===== src/design/etr_pkg.sv =====
`default_nettype none

package etr_pkg;

    // item commands
    typedef enum logic [1:0] {
        CMD_TICK  = 2'd0,
        CMD_READ  = 2'd1,
        CMD_WRITE = 2'd2
    } t_cmd;

    // setup register indexes on the config port
    typedef enum logic [1:0] {
        CFG_VENDOR      = 2'd0,
        CFG_TICK_PERIOD = 2'd1,
        CFG_PER_CAP     = 2'd2,
        CFG_MSG_CAP     = 2'd3
    } t_cfg_idx;

    // decoded register kinds
    typedef enum logic [2:0] {
        REG_CAP   = 3'd0,
        REG_GCFG  = 3'd1,
        REG_ISR   = 3'd2,
        REG_COUNT = 3'd3,
        REG_TCFG  = 3'd4,
        REG_TCMP  = 3'd5,
        REG_ROUTE = 3'd6
    } t_reg;

    localparam int ADDR_W      = 10;
    localparam int DATA_W      = 64;
    localparam int TIMER_IDX_W = 5;

    localparam logic [ADDR_W-1:0] ADDR_CAP      = 10'h000;
    localparam logic [ADDR_W-1:0] ADDR_GCFG     = 10'h010;
    localparam logic [ADDR_W-1:0] ADDR_ISR      = 10'h020;
    localparam logic [ADDR_W-1:0] ADDR_MAIN_CNT = 10'h0F0;
    localparam logic [ADDR_W-1:0] ADDR_TMR      = 10'h100;

    // timer sub-register slots within a 0x20 window
    localparam logic [1:0] SLOT_CFG   = 2'd0;
    localparam logic [1:0] SLOT_CMP   = 2'd1;
    localparam logic [1:0] SLOT_ROUTE = 2'd2;

    // timer config bit positions
    localparam int TC_INT_EN   = 2;
    localparam int TC_PERIODIC = 3;
    localparam int TC_PER_CAP  = 4;
    localparam int TC_SIZE_CAP = 5;
    localparam int TC_VAL_SET  = 6;
    localparam int TC_MODE32   = 8;
    localparam int TC_MSG_EN   = 14;
    localparam int TC_MSG_CAP  = 15;

    // general config bits
    localparam int GC_ENABLE = 0;
    localparam int GC_LEGACY = 1;

    localparam logic [7:0] CAP_REVISION = 8'h01;

    // timers that carry capability bits and drive interrupt lines
    localparam int CAP_TIMERS = 3;

    localparam logic [15:0] VENDOR_RESET = 16'd1;
    localparam logic [26:0] PERIOD_RESET = 27'd69841279;
    localparam logic [2:0]  PER_CAP_RESET = 3'b001;
    localparam logic [2:0]  MSG_CAP_RESET = 3'b000;

    typedef struct packed {
        logic                   err;
        t_reg                   kind;
        logic [TIMER_IDX_W-1:0] timer;
    } t_dec;

    typedef struct packed {
        logic tick;
        logic wr_cfg;
        logic wr_cmp;
        logic wr_route;
        logic rd_cfg;
        logic rd_cmp;
        logic rd_route;
    } t_tmr_ctl;

endpackage

`default_nettype wire


===== src/design/event_timer_register_block.sv =====
// path: input register, then register update and result register, then the master side
// throughput: one beat per cycle while results are taken; both stages move together
//   whenever the result slot frees
// reset: synchronous, active low; clears the counter, status, both stages and per-timer
//   state but sets comparators to all ones; loads setup registers with default values
`default_nettype none

module event_timer_register_block #(
    parameter int NUM_TIMERS = 3
) (
    input  wire logic        i_clk,
    input  wire logic        i_rst_n,

    input  wire logic        s_axis_tvalid,
    output logic             s_axis_tready,
    // [1:0] command, [11:2] address, [75:12] write_data, [79:76] zero
    input  wire logic [79:0] s_axis_tdata,

    output logic             m_axis_tvalid,
    input  wire logic        m_axis_tready,
    // [63:0] read_data, [66:64] irq_lines, [67] access_error, [71:68] zero
    output logic [71:0]      m_axis_tdata,

    input  wire logic        psel,
    input  wire logic        penable,
    input  wire logic        pwrite,
    input  wire logic [3:0]  paddr,
    input  wire logic [31:0] pwdata,
    output logic [31:0]      prdata,
    output logic             pready
);

    localparam int DW = etr_pkg::DATA_W;

    // ------------------------------------------------------------------
    // setup registers (apb)
    // ------------------------------------------------------------------
    logic [15:0] r_vendor;
    logic [26:0] r_tick_period;
    logic [2:0]  r_per_cap;
    logic [2:0]  r_msg_cap;
    logic        w_cfg_wr;

    assign pready   = 1'b1;
    assign w_cfg_wr = psel && penable && pwrite && pready;

    always_ff @(posedge i_clk) begin
        if (!i_rst_n) begin
            r_vendor      <= etr_pkg::VENDOR_RESET;
            r_tick_period <= etr_pkg::PERIOD_RESET;
            r_per_cap     <= etr_pkg::PER_CAP_RESET;
            r_msg_cap     <= etr_pkg::MSG_CAP_RESET;
        end else if (w_cfg_wr) begin
            case (paddr[3:2])
                etr_pkg::CFG_VENDOR:      r_vendor      <= pwdata[15:0];
                etr_pkg::CFG_TICK_PERIOD: r_tick_period <= pwdata[26:0];
                etr_pkg::CFG_PER_CAP:     r_per_cap     <= pwdata[2:0];
                etr_pkg::CFG_MSG_CAP:     r_msg_cap     <= pwdata[2:0];
                default: begin
                end
            endcase
        end
    end

    always_comb begin
        case (paddr[3:2])
            etr_pkg::CFG_VENDOR:      prdata = {16'd0, r_vendor};
            etr_pkg::CFG_TICK_PERIOD: prdata = {5'd0, r_tick_period};
            etr_pkg::CFG_PER_CAP:     prdata = {29'd0, r_per_cap};
            etr_pkg::CFG_MSG_CAP:     prdata = {29'd0, r_msg_cap};
            default:                  prdata = '0;
        endcase
    end

    // ------------------------------------------------------------------
    // input stage: holds one beat; moves on when the result slot is free
    // ------------------------------------------------------------------
    logic                        r_in_vld;
    logic [1:0]                  r_in_cmd;
    logic [etr_pkg::ADDR_W-1:0]  r_in_addr;
    logic [DW-1:0]               r_in_wdata;
    logic                        r_out_vld;
    logic                        w_adv;

    // the beat in the input stage is processed in the cycle it advances
    assign w_adv         = r_in_vld && (!r_out_vld || m_axis_tready);
    assign s_axis_tready = !r_in_vld || w_adv;

    always_ff @(posedge i_clk) begin
        if (!i_rst_n) begin
            r_in_vld <= 1'b0;
        end else if (s_axis_tready) begin
            r_in_vld <= s_axis_tvalid;
        end
    end

    always_ff @(posedge i_clk) begin
        if (s_axis_tvalid && s_axis_tready) begin
            r_in_cmd   <= s_axis_tdata[1:0];
            r_in_addr  <= s_axis_tdata[11:2];
            r_in_wdata <= s_axis_tdata[75:12];
        end
    end

    // ------------------------------------------------------------------
    // decode and global state
    // ------------------------------------------------------------------
    etr_pkg::t_dec w_dec;

    etr_decode #(
        .NUM_TIMERS (NUM_TIMERS)
    ) u_decode (
        .i_addr (r_in_addr),
        .o_dec  (w_dec)
    );

    logic                  w_is_tick, w_is_rd, w_is_wr;
    logic                  w_acc_ok, w_wr_ok, w_tick_adv;
    logic [DW-1:0]         w_count_next;

    logic [DW-1:0]         r_count, n_count;
    logic                  r_cnt_en, n_cnt_en;
    logic                  r_legacy, n_legacy;
    logic [NUM_TIMERS-1:0] r_status, n_status;

    assign w_is_tick  = (r_in_cmd == etr_pkg::CMD_TICK);
    assign w_is_rd    = (r_in_cmd == etr_pkg::CMD_READ);
    assign w_is_wr    = (r_in_cmd == etr_pkg::CMD_WRITE);
    assign w_acc_ok   = (w_is_rd || w_is_wr) && !w_dec.err;
    assign w_wr_ok    = w_adv && w_is_wr && !w_dec.err;
    // a tick only counts while the counter is enabled
    assign w_tick_adv = w_adv && w_is_tick && r_cnt_en;
    assign w_count_next = r_count + DW'(1);

    // ------------------------------------------------------------------
    // timer cells, one per comparator
    // ------------------------------------------------------------------
    etr_pkg::t_tmr_ctl     w_tctl [NUM_TIMERS];
    logic [DW-1:0]         w_trd  [NUM_TIMERS];
    logic [NUM_TIMERS-1:0] w_set_irq;
    logic [NUM_TIMERS-1:0] w_int_en_nxt;

    for (genvar g = 0; g < NUM_TIMERS; g++) begin : g_tmr
        logic w_hit;
        logic w_per_cap;
        logic w_msg_cap;

        assign w_hit = w_acc_ok && (w_dec.timer == (etr_pkg::TIMER_IDX_W)'(g));

        // only the first few timers carry capability bits
        if (g < etr_pkg::CAP_TIMERS) begin : g_cap
            assign w_per_cap = r_per_cap[g];
            assign w_msg_cap = r_msg_cap[g];
        end else begin : g_nocap
            assign w_per_cap = 1'b0;
            assign w_msg_cap = 1'b0;
        end

        assign w_tctl[g].tick     = w_tick_adv;
        assign w_tctl[g].wr_cfg   = w_adv && w_is_wr && w_hit
                                    && (w_dec.kind == etr_pkg::REG_TCFG);
        assign w_tctl[g].wr_cmp   = w_adv && w_is_wr && w_hit
                                    && (w_dec.kind == etr_pkg::REG_TCMP);
        assign w_tctl[g].wr_route = w_adv && w_is_wr && w_hit
                                    && (w_dec.kind == etr_pkg::REG_ROUTE);
        assign w_tctl[g].rd_cfg   = w_is_rd && w_hit && (w_dec.kind == etr_pkg::REG_TCFG);
        assign w_tctl[g].rd_cmp   = w_is_rd && w_hit && (w_dec.kind == etr_pkg::REG_TCMP);
        assign w_tctl[g].rd_route = w_is_rd && w_hit && (w_dec.kind == etr_pkg::REG_ROUTE);

        etr_timer u_timer (
            .i_clk        (i_clk),
            .i_rst_n      (i_rst_n),
            .i_ctl        (w_tctl[g]),
            .i_wdata      (r_in_wdata),
            .i_count_next (w_count_next),
            .i_per_cap    (w_per_cap),
            .i_msg_cap    (w_msg_cap),
            .o_set_irq    (w_set_irq[g]),
            .o_int_en_nxt (w_int_en_nxt[g]),
            .o_rdata      (w_trd[g])
        );
    end

    // ------------------------------------------------------------------
    // global register updates
    // ------------------------------------------------------------------
    always_comb begin
        n_count  = r_count;
        n_cnt_en = r_cnt_en;
        n_legacy = r_legacy;
        n_status = r_status;
        if (w_tick_adv) begin
            n_count  = w_count_next;
            n_status = r_status | w_set_irq;
        end
        if (w_wr_ok) begin
            case (w_dec.kind)
                etr_pkg::REG_GCFG: begin
                    n_cnt_en = r_in_wdata[etr_pkg::GC_ENABLE];
                    n_legacy = r_in_wdata[etr_pkg::GC_LEGACY];
                end
                // write one to clear
                etr_pkg::REG_ISR: n_status = r_status & ~r_in_wdata[NUM_TIMERS-1:0];
                // counter is writable only while halted
                etr_pkg::REG_COUNT: begin
                    if (!r_cnt_en) begin
                        n_count = r_in_wdata;
                    end
                end
                default: begin
                end
            endcase
        end
    end

    always_ff @(posedge i_clk) begin
        if (!i_rst_n) begin
            r_count  <= '0;
            r_cnt_en <= 1'b0;
            r_legacy <= 1'b0;
            r_status <= '0;
        end else begin
            r_count  <= n_count;
            r_cnt_en <= n_cnt_en;
            r_legacy <= n_legacy;
            r_status <= n_status;
        end
    end

    // ------------------------------------------------------------------
    // read data selection (state before this beat's update)
    // ------------------------------------------------------------------
    logic [DW-1:0] w_cap;
    logic [DW-1:0] w_tmr_rd;
    logic [DW-1:0] w_rdata;

    assign w_cap = {5'd0, r_tick_period, r_vendor, 1'b0, 1'b0, 1'b1,
                    5'(NUM_TIMERS - 1), etr_pkg::CAP_REVISION};

    always_comb begin
        w_tmr_rd = '0;
        for (int t = 0; t < NUM_TIMERS; t++) begin
            w_tmr_rd = w_tmr_rd | w_trd[t];
        end
    end

    always_comb begin
        w_rdata = '0;
        if (w_is_rd && !w_dec.err) begin
            case (w_dec.kind)
                etr_pkg::REG_CAP:   w_rdata = w_cap;
                etr_pkg::REG_GCFG:  w_rdata = {62'd0, r_legacy, r_cnt_en};
                etr_pkg::REG_ISR:   w_rdata = DW'(r_status);
                etr_pkg::REG_COUNT: w_rdata = r_count;
                default:            w_rdata = w_tmr_rd;
            endcase
        end
    end

    // ------------------------------------------------------------------
    // result register
    // ------------------------------------------------------------------
    logic [DW-1:0] r_out_rdata;
    logic [2:0]    r_out_irq;
    logic          r_out_err;

    always_ff @(posedge i_clk) begin
        if (!i_rst_n) begin
            r_out_vld <= 1'b0;
        end else if (w_adv) begin
            r_out_vld <= 1'b1;
        end else if (m_axis_tready) begin
            r_out_vld <= 1'b0;
        end
    end

    // interrupt lines reflect status and enables after this beat
    always_ff @(posedge i_clk) begin
        if (w_adv) begin
            r_out_rdata <= w_rdata;
            r_out_irq   <= n_status[2:0] & w_int_en_nxt[2:0];
            r_out_err   <= (w_is_rd || w_is_wr) && w_dec.err;
        end
    end

    assign m_axis_tvalid = r_out_vld;
    assign m_axis_tdata  = {4'd0, r_out_err, r_out_irq, r_out_rdata};

    // ------------------------------------------------------------------
    // assertions
    // ------------------------------------------------------------------
    a_count_locked: assert property (@(posedge i_clk) disable iff (!i_rst_n)
        (w_wr_ok && (w_dec.kind == etr_pkg::REG_COUNT) && r_cnt_en)
        |=> (r_count == $past(r_count)))
        else $error("counter written while running");

    a_halted_tick: assert property (@(posedge i_clk) disable iff (!i_rst_n)
        (w_adv && w_is_tick && !r_cnt_en) |=> $stable(r_count))
        else $error("halted counter advanced");

    a_status_set_by_tick: assert property (@(posedge i_clk) disable iff (!i_rst_n)
        (!w_tick_adv) |=> ((r_status & ~$past(r_status)) == '0))
        else $error("status bit set without a counting tick");

    a_err_zero_data: assert property (@(posedge i_clk) disable iff (!i_rst_n)
        (r_out_vld && r_out_err) |-> (r_out_rdata == '0))
        else $error("errored beat carries read data");

    a_stall_blocks_input: assert property (@(posedge i_clk) disable iff (!i_rst_n)
        (r_in_vld && r_out_vld && !m_axis_tready) |-> !s_axis_tready)
        else $error("input taken while both stages are stalled");

endmodule

`default_nettype wire


===== src/design/etr_decode.sv =====
`default_nettype none

module etr_decode #(
    parameter int NUM_TIMERS = 3
) (
    input  wire logic [etr_pkg::ADDR_W-1:0] i_addr,
    output etr_pkg::t_dec                   o_dec
);

    logic [etr_pkg::ADDR_W-1:0]      w_off;
    logic [etr_pkg::TIMER_IDX_W-1:0] w_tt;
    logic [1:0]                      w_slot;

    assign w_off  = i_addr - etr_pkg::ADDR_TMR;
    assign w_tt   = w_off[etr_pkg::ADDR_W-1:5];
    assign w_slot = w_off[4:3];

    always_comb begin
        o_dec.err   = 1'b0;
        o_dec.kind  = etr_pkg::REG_CAP;
        o_dec.timer = w_tt;
        if (i_addr[2:0] != 3'd0) begin
            o_dec.err = 1'b1;
        end else if (i_addr < etr_pkg::ADDR_TMR) begin
            case (i_addr)
                etr_pkg::ADDR_CAP:      o_dec.kind = etr_pkg::REG_CAP;
                etr_pkg::ADDR_GCFG:     o_dec.kind = etr_pkg::REG_GCFG;
                etr_pkg::ADDR_ISR:      o_dec.kind = etr_pkg::REG_ISR;
                etr_pkg::ADDR_MAIN_CNT: o_dec.kind = etr_pkg::REG_COUNT;
                default:                o_dec.err  = 1'b1;
            endcase
        end else begin
            // beyond the last timer or in the unused fourth slot
            if ({1'b0, w_tt} >= (etr_pkg::TIMER_IDX_W + 1)'(NUM_TIMERS)) begin
                o_dec.err = 1'b1;
            end
            case (w_slot)
                etr_pkg::SLOT_CFG:   o_dec.kind = etr_pkg::REG_TCFG;
                etr_pkg::SLOT_CMP:   o_dec.kind = etr_pkg::REG_TCMP;
                etr_pkg::SLOT_ROUTE: o_dec.kind = etr_pkg::REG_ROUTE;
                default:             o_dec.err  = 1'b1;
            endcase
        end
    end

endmodule

`default_nettype wire


===== src/design/etr_timer.sv =====
`default_nettype none

module etr_timer (
    input  wire logic                       i_clk,
    input  wire logic                       i_rst_n,
    input  wire etr_pkg::t_tmr_ctl          i_ctl,
    input  wire logic [etr_pkg::DATA_W-1:0] i_wdata,
    input  wire logic [etr_pkg::DATA_W-1:0] i_count_next,
    input  wire logic                       i_per_cap,
    input  wire logic                       i_msg_cap,
    output logic                            o_set_irq,
    output logic                            o_int_en_nxt,
    output logic [etr_pkg::DATA_W-1:0]      o_rdata
);

    logic                       r_int_en, n_int_en;
    logic                       r_periodic, n_periodic;
    logic                       r_val_set, n_val_set;
    logic                       r_mode32, n_mode32;
    logic                       r_msg_en, n_msg_en;
    logic [etr_pkg::DATA_W-1:0] r_cmp, n_cmp;
    logic [etr_pkg::DATA_W-1:0] r_period, n_period;
    logic [etr_pkg::DATA_W-1:0] r_route, n_route;
    logic                       w_match;
    logic [etr_pkg::DATA_W-1:0] w_cfg_rd;

    assign w_match   = i_ctl.tick && (r_cmp == i_count_next);
    assign o_set_irq = w_match && r_int_en;

    always_comb begin
        n_int_en   = r_int_en;
        n_periodic = r_periodic;
        n_val_set  = r_val_set;
        n_mode32   = r_mode32;
        n_msg_en   = r_msg_en;
        n_cmp      = r_cmp;
        n_period   = r_period;
        n_route    = r_route;
        if (i_ctl.wr_cfg) begin
            n_int_en   = i_wdata[etr_pkg::TC_INT_EN];
            n_periodic = i_wdata[etr_pkg::TC_PERIODIC] && i_per_cap;
            n_val_set  = i_wdata[etr_pkg::TC_VAL_SET];
            n_mode32   = i_wdata[etr_pkg::TC_MODE32];
            n_msg_en   = i_wdata[etr_pkg::TC_MSG_EN] && i_msg_cap;
        end
        if (i_ctl.wr_cmp) begin
            if (r_periodic) begin
                n_period = i_wdata;
                if (r_val_set) begin
                    n_cmp = i_wdata;
                end
            end else begin
                n_cmp = i_wdata;
            end
            n_val_set = 1'b0;
        end
        if (i_ctl.wr_route) begin
            n_route = i_wdata;
        end
        // periodic reload on match, interrupt enabled or not
        if (w_match && r_periodic) begin
            n_cmp = r_cmp + r_period;
        end
    end

    assign o_int_en_nxt = n_int_en;

    always_comb begin
        w_cfg_rd                         = '0;
        w_cfg_rd[etr_pkg::TC_INT_EN]     = r_int_en;
        w_cfg_rd[etr_pkg::TC_PERIODIC]   = r_periodic;
        w_cfg_rd[etr_pkg::TC_PER_CAP]    = i_per_cap;
        w_cfg_rd[etr_pkg::TC_SIZE_CAP]   = 1'b1;
        w_cfg_rd[etr_pkg::TC_VAL_SET]    = r_val_set;
        w_cfg_rd[etr_pkg::TC_MODE32]     = r_mode32;
        w_cfg_rd[etr_pkg::TC_MSG_EN]     = r_msg_en;
        w_cfg_rd[etr_pkg::TC_MSG_CAP]    = i_msg_cap;
    end

    always_comb begin
        o_rdata = '0;
        if (i_ctl.rd_cfg) begin
            o_rdata = w_cfg_rd;
        end else if (i_ctl.rd_cmp) begin
            o_rdata = r_cmp;
        end else if (i_ctl.rd_route) begin
            o_rdata = r_route;
        end
    end

    always_ff @(posedge i_clk) begin
        if (!i_rst_n) begin
            r_int_en   <= 1'b0;
            r_periodic <= 1'b0;
            r_val_set  <= 1'b0;
            r_mode32   <= 1'b0;
            r_msg_en   <= 1'b0;
            r_cmp      <= '1;
            r_period   <= '0;
            r_route    <= '0;
        end else begin
            r_int_en   <= n_int_en;
            r_periodic <= n_periodic;
            r_val_set  <= n_val_set;
            r_mode32   <= n_mode32;
            r_msg_en   <= n_msg_en;
            r_cmp      <= n_cmp;
            r_period   <= n_period;
            r_route    <= n_route;
        end
    end

endmodule

`default_nettype wire


===== config.mk =====
export PLATFORM = sky130hd
export DESIGN_NAME = event_timer_register_block
export DESIGN_NICKNAME = d
export VERILOG_FILES = /design/src/design/etr_pkg.sv /design/src/design/event_timer_register_block.sv /design/src/design/etr_decode.sv /design/src/design/etr_timer.sv
export SDC_FILE = /design/constraint.sdc
export NUM_CORES = 2
export LEC_CHECK = 0
export BUFFER_PORTS_ARGS = -buffer_cell sky130_fd_sc_hd__buf_4
export CAP_MARGIN = 30
export CORE_MARGIN = 1
export CORE_UTILIZATION = 45
export DETAILED_ROUTE_END_ITERATION = 7
export GPL_TIMING_DRIVEN = 0
export REMOVE_ABC_BUFFERS = 1
export SYNTH_ARGS = -nofsm -noshare
export SYNTH_HDL_FRONTEND = slang
export SYNTH_SLANG_ARGS = --single-unit

===== constraint.sdc =====
create_clock -name i_clk -period 9.2 [get_ports i_clk]
set_input_delay 1.38 -clock i_clk [delete_from_list [all_inputs] [get_ports i_clk]]
set_output_delay 1.38 -clock i_clk [all_outputs]
set_load 0.01 [all_outputs]

==> impl_metrics.py <==
metrics = {
    "place": {
        "place_congestion": 1.01,
        "pre_cts_slack_ns": 2.36,
        "place.port_buffers": 208,
        "hpwlAfterDp_um": 168000,
    },
    "sta": {
        "worstMarginPinSlew_ns": 1.15,
        "min_period_ns": 7.13,
        "finalMaxSlewViolations": 0,
        "slew_headroom": 0.224,
        "timing.final.crit_share": 0.775,
        "clock.fmax_ghz": 0.140,
        "tns_ns": 0,
        "finalHoldViolations": 0,
        "skew_ns": 0.0267,
        "setup-violations-final": 0,
        "grt_setup_unrepaired": "no",
        "finalWorstSetupSlack_ns": 2.07,
    },
    "power": {
        "p_per_area_nw_per_um2": 139,
        "irDropWorstVdd_v": 0.000139,
        "p_leak_nw": 21.7,
    },
    "min_path": {
        "hp-class": "reg2reg",
        "worstHoldStart": "g_tmr[1].u_timer.r_route[63]",
        "worstHoldEndpoint": "g_tmr[1].u_timer.r_route[63]",
        "min_path_cells": 2,
    },
    "global_route": {
        "antenna_found_initial": 12,
        "grt_pass1_vias": 45861,
        "grt-busiest-layer": "met2",
        "grt_max_degree": 142,
        "use_met2": 0.572,
        "track_usage": 0.366,
        "grt.overflow.total": 0,
        "grt_util_met1": 0.494,
        "groute.layer.met3.usage": 0.0662,
        "grt_pass1_wl_um": 318000,
    },
    "cells_and_area": {
        "fill_cells": 10916,
        "area_delta_synth_final_pct": 12.9,
        "drive_gt1_frac": 0.104,
        "layout.nets": 6671,
        "multi_input_area_um2": 31300,
        "seq_area_um2": 18600,
    },
    "clocking": {
        "cts_resized": 0,
        "cts_setup_buffers": 0,
        "cts.htree.levels": 3,
        "cts_sinks": 855,
        "numCtsBuffers": 98,
        "clock_path_buffers": 3,
        "cts_tree": "yes",
        "clkLatencyLatePin_ns": 0.72,
        "cts_hold_buf": 0,
        "clk_pin_slew_ns": 0.06,
        "clock-root-buffer": "clkbuf_16",
    },
    "synth": {
        "synthAdderAreaFrac": 0.0484,
        "synthTopCellsByArea": "dfxtp_1 (27%), nand2_1 (9.7%), edfxtp_1 (8.3%), a21oi_1 (6.8%), ha_1 (4.7%)",
        "synth_area_um2": 51900,
        "synth_edf_count": 144,
        "synth.top_cell.area_share": 0.274,
        "synth.distinct_cells": 94,
        "ys.flop_type": "dfxtp_1",
        "syn_inst": 6442,
        "synth_top_area_cell": "dfxtp_1",
        "async_flop_share": 0,
        "syn_area_per_cell_um2": 8.06,
        "synth-compound-area-share": 0.219,
        "ys_seq_area_frac": 0.357,
        "synth_warnings": 0,
        "synth-seq-cells": 855,
        "synth-xor-area-share": 0.0812,
        "synthSimpleGateAreaFrac": 0.196,
        "synthMuxAreaShare": 0.0521,
        "synth_top_family_by_area": "compound AO/OA/AOI/OAI gates",
    },
    "floorplan": {
        "num_rows": 124,
        "dieArea_um2": 117000,
        "io_pins": 230,
        "fp.dieH_um": 342,
        "start_util": 0.454,
        "coreArea_um2": 114000,
        "die-width_um": 342,
    },
    "routing": {
        "drt-total-wl_um": 221000,
        "drtIter0Drc": 6192,
        "vias_per_cell": 6.36,
        "routedWlPerCell_um": 27.8,
        "ant_nets": 0,
        "vias": 50561,
        "firstDrtPassIters": 8,
        "drc_errors": 4,
    },
    "setup_path": {
        "arrival_ns": 7.69,
        "cp_max_fo": 13,
        "end_kind": "register",
        "worst-path-stages": 13,
        "r2r-start": "r_count[0]",
        "critPathLaunchType": "register",
        "r2r_setup_slack_ns": 2.07,
        "crit_chain": "ha_1 > nand3_1 > or4_1 > nor4_1 > xnor2_1 > xnor2_1 > or4_1 > nor4_1 > nand4_1 > buf_8 > buf_8 > nor2_1 > a21oi_1",
        "r2r_end": "g_tmr[1].u_timer.r_cmp[57]",
        "path_buf_inv": 2,
        "cp_slowest_cell": "nor4_1",
        "cp.required_ns": 9.76,
        "max_stage_delay_ns": 0.94,
        "path_class": "reg2reg",
        "ff2ff_path_depth": 13,
        "crit_family": "simple AND/OR/NAND/NOR gates",
    },
    "status": {
        "violations": "DRC",
        "status": "complete, but fails checks",
    },
    "job": {
        "cap_violations": 0,
    },
}
[cells in the final DEF (no fill, tap or decap), types with 42 or more instances in the layout]
cell type	n
a31oi_1	57
nand3_1	133
nor3_1	87
nor4_1	53
o211ai_1	87
and3_1	44
o21ai_0	259
a211oi_1	136
dfxtp_1	711
a21o_1	110
a22oi_1	75
inv_1	74
a222oi_1	54
xnor2_1	270
a21oi_1	708
nand2b_1	42
buf_4	216
nand4_1	81
edfxtp_1	144
xor2_1	167
a221oi_1	74
mux2i_1	118
nor2_1	283
clkbuf_16	102
mux2_2	128
ha_1	196
nand2_1	1336
[power by group]
part           total (mW)  leakage [nW]  switching, mW  internal, mW
clock network        3.97          1.58           1.68          2.29
registers            3.92          7.10         0.0793          3.84
logic               0.251          13.1          0.160        0.0905
[flip-flops by register name, summed over array words and instances, names as in the netlist, 10 cells and up]
signal                  count
r_tick_period              27
r_count                    64
r_out_rdata                64
g_tmr.u_timer.r_period    192
r_vendor                   16
g_tmr.u_timer.r_cmp       192
g_tmr.u_timer.r_route     192
r_in_wdata                 64
r_in_addr                  10
[cell families after synthesis]
| logic type | count (synthesis) |
|---|---|
| flip-flops | 855 |
| multiplexers | 250 |
| AO/OA/AOI/OAI | 1794 |
| buffers and inverters | 593 |
| adder cells (fa/ha/maj) | 199 |
| XOR/XNOR | 454 |
| AND/OR/NAND/NOR | 2295 |
| other | 2 |
[worst max path at each step]
stage,startpoint,to
2_1_floorplan,m_axis_tready,g_tmr[2].u_timer.r_cmp[0]
3_3_place_gp,m_axis_tready,g_tmr[2].u_timer.r_cmp[20]
3_5_place_dp,r_count[0],g_tmr[0].u_timer.r_cmp[1]
4_1_cts,r_count[0],g_tmr[0].u_timer.r_cmp[1]
5_1_grt,r_count[0],g_tmr[0].u_timer.r_cmp[37]
6_report,r_count[0],g_tmr[1].u_timer.r_cmp[57]
[through the flow]
stage	instance area, µm²	std cells	hold slack (ns)	utilization	total power [mW]
5_1_grt	58600	7944	0.468	0.513	8.34
3_3_place_gp	53300	7652	0.440	0.467	4.24
2_1_floorplan	49900	5932	0.432	-	4.05
3_5_place_dp	55400	7759	0.446	0.484	4.25
6_report	58600	7946	0.454	0.513	8.14
4_1_cts	58600	7941	0.454	0.512	8.18
[routing by layer]
layer | vias up | wire length, µm
met5 | - | 73
met4 | 10 | 10300
met3 | 493 | 20300
met2 | 2618 | 97800
met1 | 24502 | 92200
li1 | 22938 | -
[synthesized netlist by cell type (54+ instances only)]
cell,number
nor3_1,92
nand3_1,135
a211oi_1,136
a21oi_1,708
xnor2_1,270
o21ai_0,261
o211ai_1,87
nor2_1,296
a221oi_1,74
nand2_1,1343
a222oi_1,54
mux2i_1,118
edfxtp_1,144
nand4_1,81
ha_1,196
dfxtp_1,711
clkbuf_1,449
xor2_1,167
a21o_1,110
nor4_1,54
a31oi_1,57
inv_1,74
a22oi_1,75
mux2_2,128
[tightest hold or removal path, cell delays in order, from the launching register on]
cell and delay (ns):
dfxtp_1 0.31, nand2_1 0.05, a21oi_1 0.05
[layout make-up]
cell class / instances / area share
Multi-Input combinational cell: 5002 / 0.534
Clock inverter: 43 / 0.00630
Clock buffer: 139 / 0.0485
Tap cell: 1512 / 0.0323
Sequential cell: 855 / 0.317
Antenna cell: 3 / 0.000128
Timing Repair Buffer: 317 / 0.0574
Inverter: 75 / 0.00493
Note: power is estimated with default switching activity, not from simulation.
